$ cat src/design/vector3_normalize_assert.svh
// assertion macros for the vector normalise block
`ifndef VECTOR3_NORMALIZE_ASSERT_SVH
`define VECTOR3_NORMALIZE_ASSERT_SVH

// same-cycle implication, disabled in reset
`define VN_ASSERT_SAME(lbl, clk, rstn, ante, cons, msg) \
    lbl: assert property (@(posedge clk) disable iff (!rstn) (ante) |-> (cons)) else $error(msg);

// next-cycle implication, disabled in reset
`define VN_ASSERT_NEXT(lbl, clk, rstn, ante, cons, msg) \
    lbl: assert property (@(posedge clk) disable iff (!rstn) (ante) |=> (cons)) else $error(msg);

`endif

$ cat src/design/vn_pkg.sv
// shared widths for the vector normalise pipeline
`default_nettype none
package vn_pkg;
    localparam int VN_COMP_W = 32;
    localparam int VN_SUM_W  = 64;
    localparam int VN_QUO_W  = 61;
    localparam int VN_ROOT_W = 32;
endpackage
`default_nettype wire

$ cat src/design/vn_div_cell.sv
// one restoring division step: one quotient bit per cell
`default_nettype none
module vn_div_cell
    import vn_pkg::*;
#(
    parameter int DIV_W = VN_SUM_W,
    parameter int QUO_W = VN_QUO_W
) (
    input  wire logic             i_clk,
    input  wire logic             i_en,
    input  wire logic [DIV_W-1:0] i_div,
    input  wire logic [DIV_W-1:0] i_rem,
    input  wire logic             i_bit,
    input  wire logic [QUO_W-1:0] i_quo,
    output logic      [DIV_W-1:0] o_rem,
    output logic      [QUO_W-1:0] o_quo
);
    logic [DIV_W:0]   w_sh;
    logic [DIV_W:0]   w_diff;
    logic             w_ge;
    logic [DIV_W-1:0] r_rem, n_rem;
    logic [QUO_W-1:0] r_quo, n_quo;

    always_comb begin
        w_sh   = {i_rem, i_bit};
        w_diff = w_sh - {1'b0, i_div};
        w_ge   = (w_sh >= {1'b0, i_div});
        n_rem  = w_ge ? w_diff[DIV_W-1:0] : w_sh[DIV_W-1:0];
        n_quo  = {i_quo[QUO_W-2:0], w_ge};
    end

    always_ff @(posedge i_clk) begin
        if (i_en) begin
            r_rem <= n_rem;
            r_quo <= n_quo;
        end
    end

    assign o_rem = r_rem;
    assign o_quo = r_quo;
endmodule
`default_nettype wire

$ cat config.mk
export PLATFORM = sky130hd
export DESIGN_NAME = vn_div_cell
export DESIGN_NICKNAME = d
export VERILOG_FILES = /design/src/design/vector3_normalize_assert.svh /design/src/design/vn_pkg.sv /design/src/design/vn_div_cell.sv
export SDC_FILE = /design/constraint.sdc
export NUM_CORES = 1
export LEC_CHECK = 0
export BUFFER_PORTS_ARGS = -buffer_cell sky130_fd_sc_hd__buf_2
export CORE_UTILIZATION = 52
export CTS_BUF_LIST = sky130_fd_sc_hd__clkbuf_4
export DETAILED_ROUTE_END_ITERATION = 7
export HOLD_SLACK_MARGIN = 0.12
export PLACE_DENSITY = 0.84
export REMOVE_ABC_BUFFERS = 1
export SYNTH_ARGS = -nofsm -noshare
export SYNTH_HDL_FRONTEND = slang
export SYNTH_SLANG_ARGS = --single-unit
$ cat constraint.sdc
create_clock -name i_clk -period 3.65 [get_ports i_clk]
set_input_delay 0.1825 -clock i_clk [delete_from_list [all_inputs] [get_ports i_clk]]
set_output_delay 0.1825 -clock i_clk [all_outputs]
set_load 0.005 [all_outputs]
After elaboration in Yosys (flattened, before gate mapping)
Cells that the tools add are included.
{"block": "classes", "n_addsub": 1, "n_lt_le_gt_ge": 1, "n_mux": 1}
{"operator": "$ge A65 B64 Y1", "n": 1}
{"operator": "$mux W64", "n": 1}
{"operator": "$sub A64 B64 Y64", "n": 1}
{"block": "totals", "register_bits": 125, "input_bits": 192, "output_inout_bits": 125, "word_cells": 5}

Longest topological paths before layout
{"block": "depth", "ltp_word": 2, "ltp_mapped": 14, "mapped_depth_nobuf": 13}

Least setup slack after synthesis
No wires, ideal clock.
{"block": "synth_timing", "path_kind": "input port to flip-flop", "start": "input port i_bit", "end": "register r_rem[52] (netlist: o_rem[52]), data pin", "setup_ns": 0.260, "arrival_time_ns": 2.752, "required_ns": 3.390, "setup_slack_ns": 0.638, "path_stages": 13, "path_buffers": 0, "cell_sequence": "inv_1 -> ha_1 -> fa_1 -> nand2b_1 -> a21oi_1 -> nor2_2 -> o311ai_1 -> a311o_1 -> a31o_4 -> a21o_4 -> a31oi_4 -> xnor2_1 -> mux2_4"}
{"block": "synth_via", "elab_chain_cells": 2, "elab_cells_between_ends": 3, "classes_between": "add/sub: 1; order compare: 1; mux: 1"}
{"item": "start, declared", "line_no": "vn_div_cell.sv:13", "rtl": "input wire logic i_bit,"}
{"item": "$sub A64 B64 Y64 / $ge A65 B64 Y1 (equally long branches)", "line_no": "vn_div_cell.sv:26, vn_div_cell.sv:27"}
{"item": "$mux W64 (*)", "line_no": "vn_div_cell.sv:28", "rtl": "n_rem = w_ge ? w_diff[DIV_W-1:0] : w_sh[DIV_W-1:0];"}
{"item": "named net n_rem[52]", "line_no": "vn_div_cell.sv:21", "rtl": "logic [DIV_W-1:0] r_rem, n_rem;"}
{"item": "end signal, assigned", "line_no": "vn_div_cell.sv:34", "rtl": "r_rem <= n_rem;"}
{"item": "end, declared", "line_no": "vn_div_cell.sv:21"}
The timed path passes the listed nets; every way through them passes the cells marked *.
A chain may end at the register's enable or synchronous reset.

Worst setup path after layout
{"block": "layout_timing", "start": "input port i_div[1]", "end": "register r_rem[0] (netlist: o_rem[0]), data pin"}
{"block": "layout_via", "elab_chain_cells": 2}
{"item": "start, declared", "line_no": "vn_div_cell.sv:11", "rtl": "input wire logic [DIV_W-1:0] i_div,"}
{"item": "$ge A65 B64 Y1", "line_no": "vn_div_cell.sv:27", "rtl": "w_ge = (w_sh >= {1'b0, i_div});"}
{"item": "$mux W64", "line_no": "vn_div_cell.sv:28"}
{"item": "named net n_rem[0]", "line_no": "vn_div_cell.sv:21"}
The timed path passes the listed nets, and every way through them passes these cells.

==> impl_metrics.env <==
export IMPL_status="finished, violations left"
export IMPL_violations="design-rule violations, negative setup slack"
export IMPL_drv_cap=0
export IMPL_final_area_mm2=0.0120
export IMPL_clk_pin_slew_ns=0.14
export IMPL_ys_ff_latch=125
export IMPL_core_area_mm2=0.0161
export IMPL_port_buffers=315
export IMPL_cp_required_ns=3.97
export IMPL_slew_headroom_pct=35.9
export IMPL_synth_main_ff_cell="edfxtp_1"
export IMPL_max_stage_delay_ns=0.60
export IMPL_finalHoldViolCount=0
export IMPL_grt_pass1_vias=8952
export IMPL_rows=46
export IMPL_antenna_found_initial=2
export IMPL_place_ws_ns=0.180
export IMPL_initial_core_util_pct=53.7
export IMPL_synthToLayoutAreaGrowth_pct=39.7
export IMPL_die_area_mm2=0.0171
export IMPL_worst_path_max_fanout=21
export IMPL_register_area_mm2=0.00375
export IMPL_drtIter0Drc=1038
export IMPL_ys_types=64
export IMPL_fin_tns_setup_ns=-0.0268
export IMPL_die_w_um=131
export IMPL_clock_path_buffers=2
export IMPL_synth_area_mm2=0.00862
export IMPL_postRouteAntennaNets=0
export IMPL_grt_total_usage_pct=35.6
export IMPL_tightest_slew_ns=0.961
export IMPL_fill_cells=1001
export IMPL_fin_ws_ns=-0.0268
export IMPL_ios=317
export IMPL_numCtsBuffers=17
export IMPL_powerDensity_mw_per_mm2=371
export IMPL_cts_tree="yes"
export IMPL_path_cells="dlygate4sd3_1 -> buf_2 -> inv_1 -> ha_1 -> nor2b_2 -> o2111a_1 -> o21ai_2 -> o311ai_2 -> buf_4 -> o2111ai_2 -> a21oi_2 -> o21ai_2 -> a21oi_4 -> buf_12 -> a21oi_1 -> dlygate4sd3_1"
export IMPL_cp_end_kind="flip-flop"
export IMPL_setup_viol=1
export IMPL_place_congestion=0.892
export IMPL_synth_top_cell_by_area="edfxtp_1"
export IMPL_ys_async_sr_fraction_pct=0
export IMPL_hold_slack_ns=0.274
export IMPL_p_leak_nw=5.51
export IMPL_synth_seq_area_share_pct=43.5
export IMPL_drt_first_pass_iters=8
export IMPL_h_tree_depth=4
export IMPL_place_area_mm2=0.0104
export IMPL_timing_final_crit_share_pct=101
export IMPL_slowest_stage="dlygate4sd3_1"
export IMPL_finalPower_mw=4.46
export IMPL_worstSetupStartpointType="primary input"
export IMPL_cts_root_buf="clkbuf_4"
export IMPL_drc=1
export IMPL_vias_per_cell=5.88
export IMPL_cp_data_arrival_time_ns=4.00
export IMPL_fmax_mhz=272
export IMPL_grt_max_degree=69
export IMPL_vias=9182
export IMPL_wl_per_cell_um=19.8
export IMPL_period_minus_slack_ns=3.68
export IMPL_syn_inst=894
export IMPL_drive_gt1_share_pct=30.6
export IMPL_ir_worst_vdd_uv=324
export IMPL_wl_mm=31.0
export IMPL_cts_sinks=125
export IMPL_hpwl_mm=19.1
export IMPL_hp_class="primary input to flip-flop"
export IMPL_setup_worst_path_class="primary input to flip-flop"
export IMPL_finalNetCount=1588
export IMPL_synthTopCellsByArea="edfxtp_1, ha_1, a21oi_1, xnor2_1, nor2_1"
export IMPL_multiInputGateArea_mm2=0.00438
export IMPL_ys_warn_count=0
export IMPL_synth_top_area_share_pct=43.5
export IMPL_grt_pass1_wl_mm=45.6
export IMPL_syn_area_per_cell_um2=9.64
export IMPL_synth_edf_count=125
export IMPL_slew_violations=0
export IMPL_grt_overflow=0
export IMPL_die_h_um=131
==> synthesized netlist by cell type, types with 2 or more instances <==
cell / instances
edfxtp_1: 125
a21oi_1: 122
nor2_1: 83
inv_1: 81
ha_1: 64
nand2_1: 56
o21ai_0: 38
xnor2_1: 36
a21o_1: 33
nand4_1: 27
xor2_1: 25
clkbuf_1: 23
mux2_2: 19
nand3_1: 15
buf_2: 13
o21bai_1: 11
nor3_1: 9
nor4_1: 8
nor2b_1: 7
nand2b_1: 6
or3_1: 6
and3_1: 5
o221ai_1: 5
a211oi_1: 4
a21oi_2: 4
a31oi_1: 4
buf_4: 4
o211ai_1: 4
o31ai_1: 4
a221oi_1: 3
o21a_1: 3
o21ai_1: 3
o22ai_1: 3
or2_2: 3
a21boi_0: 2
a221o_1: 2
a22oi_1: 2
and2_1: 2
buf_6: 2
o2111ai_1: 2
o21ba_2: 2
o311ai_1: 2
==> worst max-delay path, delay by kind of cell <==
family | cells | cell delay (ns)
AO/OA/AOI/OAI | 8 | 1.47
AND/OR/NAND/NOR | 1 | 0.24
buffers and inverters | 6 | 1.75
adder cells (fa/ha/maj) | 1 | 0.34
==> per-layer routing <==
layer  GRT usage (%)  vias to the layer above  part of all wire (%)
met3            10.9                      182                    10
met4            21.2                        0                   5.6
li1                -                     4137                     -
met1            39.7                     4196                    36
met2            60.0                      667                    49
met5               0                        -                     0
==> placed cells by master, fill, tap and decap left out, drive strengths merged, types with 5 or more instances in the layout <==
cell and n:
clkinv 6, xnor2 36, clkbuf 18, o21bai 12, buf 335, o21ai 41, nor2 84, edfxtp 125
a211oi 5, mux2 20, a21o 34, nand4 27, nand3 15, nand2 56, nor2b 7, xor2 25
a21oi 127, nand2b 6, and3 5, inv 88, or3 6, o221ai 5, dlygate4sd3 126, a31oi 5
ha 64, nor4 8, nor3 9
==> repair_timing <==
action,in CTS,in global routing
setup endpoints to repair,0,21
hold buffers,126,0
endpoints found under the hold margin,124,0
setup buffers,0,4
gates resized for setup,0,6
==> final timing paths <==
kind                             endpoint  startpoint  slack [ns]  depth (start not counted)
worst max-delay path   o_rem[0]$_DFFE_PP_    i_div[1]       -0.03                         16
worst min-delay path  o_quo[47]$_DFFE_PP_        i_en        0.27                          1
==> stage by stage <==
stage	utilization [%]	std cells
final	75.0	1562
after global placement	64.9	1397
after detailed placement	64.9	1397
after global routing	75.0	1562
after CTS	74.5	1555
after floorplan	-	850
==> sequential cells by signal (all words and copies together), names as in the netlist <==
register / count
o_rem: 64
o_quo: 61
==> report_power, final <==
part           switching, mW  leakage (nW)  internal [mW]  total (mW)
clock                  0.676         0.149          0.360        1.04
sequential            0.0566          1.23           1.81        1.87
combinational          0.850          4.13          0.711        1.56
total                   1.58          5.51           2.88        4.46
==> final cells by class <==
cell class	count	area share (%)
well taps	216	2.24
repair buffers	462	25.4
clock buffers	17	1.06
flip-flops and latches	125	31.2
clock inverters	15	1.26
inverters	81	2.52
multi-input cells	644	36.4
diodes	2	0.0416
==> kinds of logic (layout without fill, tap and decap cells) <==
| group | Yosys count | after routing | synth area share [%] |
|---|---|---|---|
| compound gates | 267 | 267 | 19.7 |
| simple gates | 231 | 231 | 12.4 |
| flops | 125 | 125 | 43.5 |
| buf+inv | 125 | 575 | 5.99 |
| fa+ha+maj | 65 | 65 | 9.52 |
| xor+xnor | 61 | 61 | 6.20 |
| mux | 20 | 20 | 2.66 |
| other cells | 0 | 2 | 0 |
Power figures use the tool's default switching activity.
