<file path="src/design/vector3_normalize_assert.svh">
// assertion macros for the vector normalise block
`ifndef VECTOR3_NORMALIZE_ASSERT_SVH
`define VECTOR3_NORMALIZE_ASSERT_SVH

// same-cycle implication, disabled in reset
`define VN_ASSERT_SAME(lbl, clk, rstn, ante, cons, msg) \
    lbl: assert property (@(posedge clk) disable iff (!rstn) (ante) |-> (cons)) else $error(msg);

// next-cycle implication, disabled in reset
`define VN_ASSERT_NEXT(lbl, clk, rstn, ante, cons, msg) \
    lbl: assert property (@(posedge clk) disable iff (!rstn) (ante) |=> (cons)) else $error(msg);

`endif

</file>
<file path="src/design/vn_pkg.sv">
// shared widths for the vector normalise pipeline
`default_nettype none
package vn_pkg;
    localparam int VN_COMP_W = 32;
    localparam int VN_SUM_W  = 64;
    localparam int VN_QUO_W  = 61;
    localparam int VN_ROOT_W = 32;
endpackage
`default_nettype wire

</file>
<file path="src/design/vn_sqrt_cell.sv">
// one digit-by-digit square root step: one root bit per cell
`default_nettype none
module vn_sqrt_cell
    import vn_pkg::*;
#(
    parameter int ROOT_W = VN_ROOT_W
) (
    input  wire logic                i_clk,
    input  wire logic                i_en,
    input  wire logic [2*ROOT_W-1:0] i_rad,
    input  wire logic [ROOT_W+1:0]   i_rem,
    input  wire logic [ROOT_W-1:0]   i_root,
    output logic      [2*ROOT_W-1:0] o_rad,
    output logic      [ROOT_W+1:0]   o_rem,
    output logic      [ROOT_W-1:0]   o_root
);
    logic [ROOT_W+1:0]   w_sh;
    logic [ROOT_W+1:0]   w_trial;
    logic                w_ge;
    logic [2*ROOT_W-1:0] r_rad, n_rad;
    logic [ROOT_W+1:0]   r_rem, n_rem;
    logic [ROOT_W-1:0]   r_root, n_root;

    always_comb begin
        // remainder stays below 2^ROOT_W before the shift
        w_sh    = {i_rem[ROOT_W-1:0], i_rad[2*ROOT_W-1:2*ROOT_W-2]};
        w_trial = {i_root, 2'b01};
        w_ge    = (w_sh >= w_trial);
        n_rem   = w_ge ? (w_sh - w_trial) : w_sh;
        n_root  = {i_root[ROOT_W-2:0], w_ge};
        n_rad   = {i_rad[2*ROOT_W-3:0], 2'b00};
    end

    always_ff @(posedge i_clk) begin
        if (i_en) begin
            r_rad  <= n_rad;
            r_rem  <= n_rem;
            r_root <= n_root;
        end
    end

    assign o_rad  = r_rad;
    assign o_rem  = r_rem;
    assign o_root = r_root;
endmodule
`default_nettype wire

</file>
<file path="config.mk">
export PLATFORM = sky130hd
export DESIGN_NAME = vn_sqrt_cell
export DESIGN_NICKNAME = d
export VERILOG_FILES = /design/src/design/vector3_normalize_assert.svh /design/src/design/vn_pkg.sv /design/src/design/vn_sqrt_cell.sv
export SDC_FILE = /design/constraint.sdc
export NUM_CORES = 1
export LEC_CHECK = 0
export ABC_AREA = 1
export BUFFER_PORTS_ARGS = -buffer_cell sky130_fd_sc_hd__buf_2
export CAP_MARGIN = 5
export CORE_MARGIN = 2
export CORE_UTILIZATION = 54
export DETAILED_ROUTE_END_ITERATION = 8
export HOLD_SLACK_MARGIN = 0.02
export PLACE_DENSITY = 0.87
export SLEW_MARGIN = 10
export SYNTH_ARGS = -nofsm -noshare
export SYNTH_HDL_FRONTEND = slang
export SYNTH_SLANG_ARGS = --single-unit
export TNS_END_PERCENT = 30
</file>
<file path="constraint.sdc">
create_clock -name i_clk -period 3.95 [get_ports i_clk]
set_clock_uncertainty 0.15 [all_clocks]
set_input_delay 0 -clock i_clk [delete_from_list [all_inputs] [get_ports i_clk]]
set_output_delay 0 -clock i_clk [all_outputs]
set_load 0.03 [all_outputs]
</file>
[Word level (Yosys, flattened, before mapping)]
Cells that the tools add are included.
Word-level totals
  register bits: 128
  output and inout port bits: 130
  logic and storage cells: 6
Cells by class
  add/subtract/negate cells: 1
  magnitude comparators: 1
  multiplexer cells: 1
Operators by type and width (number)
  >= comparator 34 bit: 1
  two-way mux 34 bit: 1
  subtractor 34 bit: 1

[Depth between registers and ports, before layout]
Gate-level depths: netlist of run 1.
  depth after elaboration: 2
  gate-level depth with buffers: 16

[Worst setup path after synthesis of run 1]
Ideal clock, no wire load.
  kind: in2reg
  start point: input port i_root[7]
  end point: register r_rem[25] (netlist: o_rem[25]) (data pin)
  arrival time: 1383 ps
  data required time: 3547 ps
  path slack: 2163 ps
  stages on the path: 13
  path buffers: 1
  path through: inv_1 ha_1 nand2_2 inv_2 a21oi_1 nand3_2 nand2_1 nand3_2 nand2_2 nand2_8 buf_4 nand3_1 nand2_1
On the way
  cells in the longest elaborated chain, start to end: 2
Ends and longest elaborated chain
  from (decl): RTL line vn_sqrt_cell.sv:12  | input wire logic [ROOT_W-1:0] i_root,
  subtractor 34 bit / >= comparator 34 bit (equally long branches): RTL line vn_sqrt_cell.sv:29, vn_sqrt_cell.sv:28
  two-way mux 34 bit (*): RTL line vn_sqrt_cell.sv:29  | n_rem = w_ge ? (w_sh - w_trial) : w_sh;
  via n_rem[25]: RTL line vn_sqrt_cell.sv:21  | logic [ROOT_W+1:0] r_rem, n_rem;
  to (signal assigned): RTL line vn_sqrt_cell.sv:37  | r_rem <= n_rem;
  to (decl): RTL line vn_sqrt_cell.sv:21
Mark *: on every way through the listed nets, which the timed path passes. The rest lies on a longest branch.
A chain may end at the register's enable or synchronous reset.

[Worst setup path in the final report of run 1]
  start point: input port i_root[8]
  end point: register r_rem[23] (netlist: o_rem[23]) (data pin)
Same word-level chain as after synthesis.

==> flow_summary.json, run 1 <==
{
  "cts_sinks": 128,
  "grt_pass1_wl_um": 40700,
  "crit_path_max_incr_delay_ns": 0.53,
  "htreeDepth": 4,
  "dp.final_hpwl_um": 14800,
  "drive_above_1_share_pct": 25.9,
  "grt-ovfl-total": 0,
  "crit_path_start_kind": "input port",
  "min_from": "i_en",
  "cellPowerDensity_nw_per_um2": 446,
  "yosys_warnings": 0,
  "ctsResizeCount": 0,
  "critPathArrivalTime_ns": 2.79,
  "critPathLaunch": "i_root[8]",
  "min_path_type": "input port to flop",
  "fmax_mhz": 358,
  "cts_root_buffer": "clkbuf_16",
  "wl_per_cell_um": 20.5,
  "gp_congestion": 0.950,
  "area_delta_synth_final_pct": 48.4,
  "rows": 41,
  "cts_tree": "done",
  "synth_cell_types": 27,
  "start_util_pct": 54.9,
  "synthCells": 762,
  "rsz0062_at_grt": "false",
  "finalMaxSlewViolations": 0,
  "num_vias": 7427,
  "design_area_um2": 10200,
  "finalHoldViolations": 0,
  "crit_chain": "dlygate4sd3_1 > buf_2 > inv_1 > ha_1 > nand2_1 > nor2_2 > inv_2 > nor2_1 > nand4_1 > nor2_1 > nor2_2 > nand2_8 > inv_4 > nand2_1 > nand2_1",
  "layout_min_cycle_time_ns": 2.79,
  "synthTopCellsByArea": "edfxtp_1 (56%), nand2_1 (15%), inv_1 (6.7%)",
  "max_slew_margin_pct": 47.1,
  "placed_area_um2": 8330,
  "crit_top_cell": "nand2_1",
  "routed_wirelength_um": 27500,
  "critPathBufInv": 5,
  "die_h_um": 117,
  "grt_max_degree": 129,
  "drtIter0Drc": 1135,
  "ctsHoldBuffers": 127,
  "worstSetupPathType": "input port to flop",
  "holdPathStages": 2,
  "first_pass_iters": 6,
  "ir_drop_v": 0.000221,
  "clkTransAtPathRegs_ns": 0.06,
  "holdPathEnd": "o_rad[53]",
  "syn_area_um2": 6880,
  "yosysTopAreaCell": "edfxtp_1",
  "fin_util_pct": 81.5,
  "worst_pin_slew_ns": 0.786,
  "io_buffers": 257,
  "die-area_um2": 13700,
  "cpMaxStageDelayCell": "dlygate4sd3_1",
  "ys_ff_latch": 128,
  "status": "finished clean",
  "via_per_inst": 5.53,
  "postRouteAntennaNets": 0,
  "grt.total_usage_pct": 40.7,
  "netlist.area_leader.share_pct": 55.9,
  "diodes": 0,
  "ioPinCount": 262,
  "critical_path.top_delay_family": "simple AND/OR/NAND/NOR gates",
  "crit_required_ns": 3.95,
  "avgSynthCellArea_um2": 9.02,
  "core-area_um2": 12500,
  "setup_tns_ns": 0,
  "cts_buffers": 17,
  "die_w_um": 117,
  "drc": 0,
  "finalSetupViolCount": 0,
  "post_cts.repair.setup_buffers": 0,
  "critPathCaptureType": "flop",
  "fin_nets": 1325,
  "seq_area_frac_synth_pct": 55.9,
  "worstPathMaxFanout": 37,
  "cap_viol_max_count": 0,
  "grt_pass1_vias": 7402,
  "clock_path_buffers": 2,
  "leakagePower_uw": 0.00510,
  "antenna_found_initial": 0,
  "period_share_pct": 70.6
}
## worst max path at each step
stage / endpoint / depth (start not counted)
floorplan: o_rem[25] / 13
global placement: o_rem[29] / 12
detailed placement: o_rem[29] / 12
CTS: o_rem[25] / 12
global route: o_rem[23] / 15
finish: o_rem[23] / 15
## cells in the mapped netlist, drive strengths merged
library cell / n
inv: 128
a21o: 1
o21bai: 3
edfxtp: 128
xnor2: 4
o21ai: 14
nand3b: 5
nand4: 8
nor3: 4
nand2: 282
conb: 1
and2: 1
nor2: 57
ha: 34
buf: 8
nor4: 2
xor2: 13
a21oi: 29
nand3: 40
## report_power, final
group / total [µW] / internal (µW) / switching (µW)
Combinational: 1160 / 372 / 789
Sequential: 1700 / 1660 / 48.8
Clock: 1690 / 1050 / 637
## cell usage in the layout (no fill, tap or decap), drive strengths merged, types with 8 or more instances in the layout
cell / synthesis / layout
nand2: 282 / 282
buf: 8 / 258
inv: 128 / 129
edfxtp: 128 / 128
dlygate4sd3: 0 / 127
nor2: 57 / 57
nand3: 40 / 40
ha: 34 / 34
a21oi: 29 / 29
clkbuf: 0 / 20
o21ai: 14 / 14
xor2: 13 / 13
nand4: 8 / 8
## routing by layer
layer  wire (µm)  global-route usage, %  vias up
met2       13100                   68.3      610
met3        2960                   12.7      179
met4        2000                   24.4        0
met1        9510                   45.6     3385
li1            -                      -     3253
met5           0                      0        -
## sequential cells by signal (all words and copies together) (netlist names)
| register | cells |
|---|---|
| o_rem | 34 |
| o_rad | 62 |
| o_root | 32 |
## logic make-up (layout without fill, tap and decap cells)
family | count (synthesis) | in the layout | share of synthesized area, %
XOR/XNOR | 17 | 17 | 2.17
buffers and inverters | 136 | 544 | 8.06
AND/OR/NAND/NOR | 399 | 399 | 24.0
other | 1 | 2 | 0.0545
adder cells (fa/ha/maj) | 34 | 34 | 6.19
AO/OA/AOI/OAI | 47 | 47 | 3.62
flip-flops | 128 | 128 | 55.9
## cell type report
class | count | area [µm²]
sequential | 128 | 3840
timing repair buffer | 385 | 2580
multi-input combinational | 499 | 2480
fill | 741 | 2310
inverter | 128 | 483
clock buffer | 20 | 437
tap | 172 | 215
clock inverter | 11 | 164
## per-stage QoR
step           total power (µW)  hold slack (ns)  worst slack, ns  std cells
3_5_place_dp               2690           0.0286             1.48       1185
5_1_grt                    4670           0.0932            0.997       1343
6_report                   4550           0.0882             1.16       1343
2_1_floorplan              2370          -0.0511             2.16        763
4_1_cts                    4400           0.0985             1.38       1343
3_3_place_gp               2670           0.0266             1.52       1185
No activity file was read; power rests on OpenSTA's default activity.
==> inputs of run 2 (changes only) <==
--- a/config.mk
+++ b/config.mk
@@ -9,10 +9,10 @@
 export BUFFER_PORTS_ARGS = -buffer_cell sky130_fd_sc_hd__buf_2
 export CAP_MARGIN = 5
 export CORE_MARGIN = 2
-export CORE_UTILIZATION = 54
+export CORE_UTILIZATION = 45
 export DETAILED_ROUTE_END_ITERATION = 8
 export HOLD_SLACK_MARGIN = 0.02
-export PLACE_DENSITY = 0.87
+export PLACE_DENSITY = 0.77
 export SLEW_MARGIN = 10
 export SYNTH_ARGS = -nofsm -noshare
 export SYNTH_HDL_FRONTEND = slang
==> constraint.sdc (replaced) <==
create_clock -name i_clk -period 2.45 [get_ports i_clk]
set_clock_uncertainty 0.15 [all_clocks]
set_input_delay 0 -clock i_clk [delete_from_list [all_inputs] [get_ports i_clk]]
set_output_delay 0 -clock i_clk [all_outputs]
set_load 0.03 [all_outputs]
==> flow_summary.json, run 2 (synthesis gave the netlist of run 1 again) <==
{
  "status": "finished clean",
  "layout_min_cycle_time_ns": 2.32,
  "critPathCaptureType": "flop",
  "final_cell_mix": "nand2_1 (271), buf_2 (256), dlygate4sd3_1 (128), edfxtp_1 (128), inv_1 (123)",
  "largest_register_ffs": 62,
  "die_w_um": 128,
  "fmax_mhz": 430,
  "antenna_found_initial": 1,
  "internal_power_uw": 4840,
  "pwr-share-seq_pct": 38.2,
  "rows": 45,
  "core-area_um2": 15100,
  "period_share_pct": 94.9,
  "grt-ovfl-total": 0,
  "grt.total_usage_pct": 28.0,
  "grt_pass1_vias": 6607,
  "combPwrFrac_pct": 25.7,
  "finalMaxSlewViolations": 0,
  "fin_nets": 1337,
  "drtIter0Drc": 487,
  "drc": 0,
  "crit_required_ns": 2.47,
  "htreeDepth": 4,
  "leakagePower_uw": 0.00518,
  "grt_max_degree": 69,
  "clkPwrFrac_pct": 36.1,
  "die-area_um2": 16300,
  "finalHoldViolations": 0,
  "ir_drop_v": 0.000449,
  "gp_congestion": 0.914,
  "dp.final_hpwl_um": 15400,
  "start_util_pct": 45.6,
  "fin_util_pct": 69.1,
  "p_sw_share_pct": 32.2,
  "postRouteAntennaNets": 0,
  "drive_above_1_share_pct": 28.3,
  "area_delta_synth_final_pct": 51.7,
  "cts_buffers": 17,
  "cts_sinks": 128,
  "cellPowerDensity_nw_per_um2": 685,
  "clock_path_buffers": 2,
  "worstPathMaxFanout": 8,
  "min_path_type": "input port to flop",
  "cap_viol_max_count": 0,
  "wl_per_cell_um": 16.8,
  "io_buffers": 257,
  "worstSetupPathType": "input port to flop",
  "ioPinCount": 262,
  "layout_commonest_cell": "nand2_1",
  "num_vias": 6659,
  "grt_pass1_wl_um": 34600,
  "critPathArrivalTime_ns": 2.35,
  "post-place-ws_ns": 0.208,
  "die_h_um": 128,
  "cts_root_buffer": "clkbuf_16",
  "clkTransAtPathRegs_ns": 0.06,
  "first_pass_iters": 5,
  "via_per_inst": 4.85,
  "routed_wirelength_um": 23000,
  "crit_path_start_kind": "input port",
  "fin_ws_ns": 0.126,
  "switchingPower_uw": 2300,
  "finalSetupViolCount": 0,
  "cts_tree": "done"
}
==> run 2: changes by cell type in the layout (fill, tap and decap cells not counted), sizes merged <==
cell,before,now
bufinv,4,2
diode,0,1
clkinvlp,3,2
buf,258,269
dlygate4sd3,127,128
clkbuf,20,17
inv,129,136
==> run 2: area by class of cell <==
cell class | instances | area, µm²
fillers | 1175 | 4660
flip-flops and latches | 128 | 3840
repair buffers | 397 | 2710
multi-input cells | 499 | 2560
inverters | 128 | 483
clock buffers | 17 | 425
well taps | 188 | 235
clock inverters | 15 | 171
diodes | 1 | 2.50
==> run 2: worst paths after layout <==
path,start,end,slack [ns],cells past startpoint
max,i_rem[7],o_rem[19],0.13,14
min,i_root[31],o_rem[33],0.12,6
==> run 2: per-stage QoR <==
step	instances	total power, µW	instance area, µm²	setup TNS, ns	hold slack, ns
final	1373	7140	10400	0	0.117
after global routing	1373	7420	10400	-0.00606	0.136
after CTS	1370	7110	10300	0	0.103
after detailed placement	1210	4380	8460	0	0.0284
after global placement	1210	4350	8460	0	0.0266
after floorplan	763	3820	6880	0	-0.0511
==> run 2: critical path, cell delays in order <==
cell and delay, ns:
dlygate4sd3_1 0.57, buf_2 0.15, ha_1 0.35, nand2_1 0.11
nand2_1 0.09, a21oi_1 0.16, nand3_2 0.15, nand2_2 0.11
nand3_2 0.08, nand2_2 0.12, nand2_8 0.09, buf_4 0.19
nand3_1 0.10, nand2_1 0.06
==> run 2: what timing repair did <==
item / in CTS / in global routing
hold buffers: 128 / 0
hold endpoints to repair: 156 / 0
gates resized for setup: 0 / 20
setup endpoints to repair: 0 / 34
setup buffers: 0 / 2
==> run 2: layer usage <==
layer,global-route usage [%],share of wire (%)
met1,32.1,40
met2,50.4,50
met3,5.86,6.6
met4,12.0,3.4
met5,0,0
==> run 2: power by group through the flow <==
stage / registers [µW] / clock network [µW] / logic [µW]
floorplan: 3200 / 0 / 616
global placement: 2750 / 0 / 1600
detailed placement: 2760 / 0 / 1620
CTS: 2720 / 2600 / 1790
global route: 2740 / 2700 / 1980
finish: 2730 / 2580 / 1840
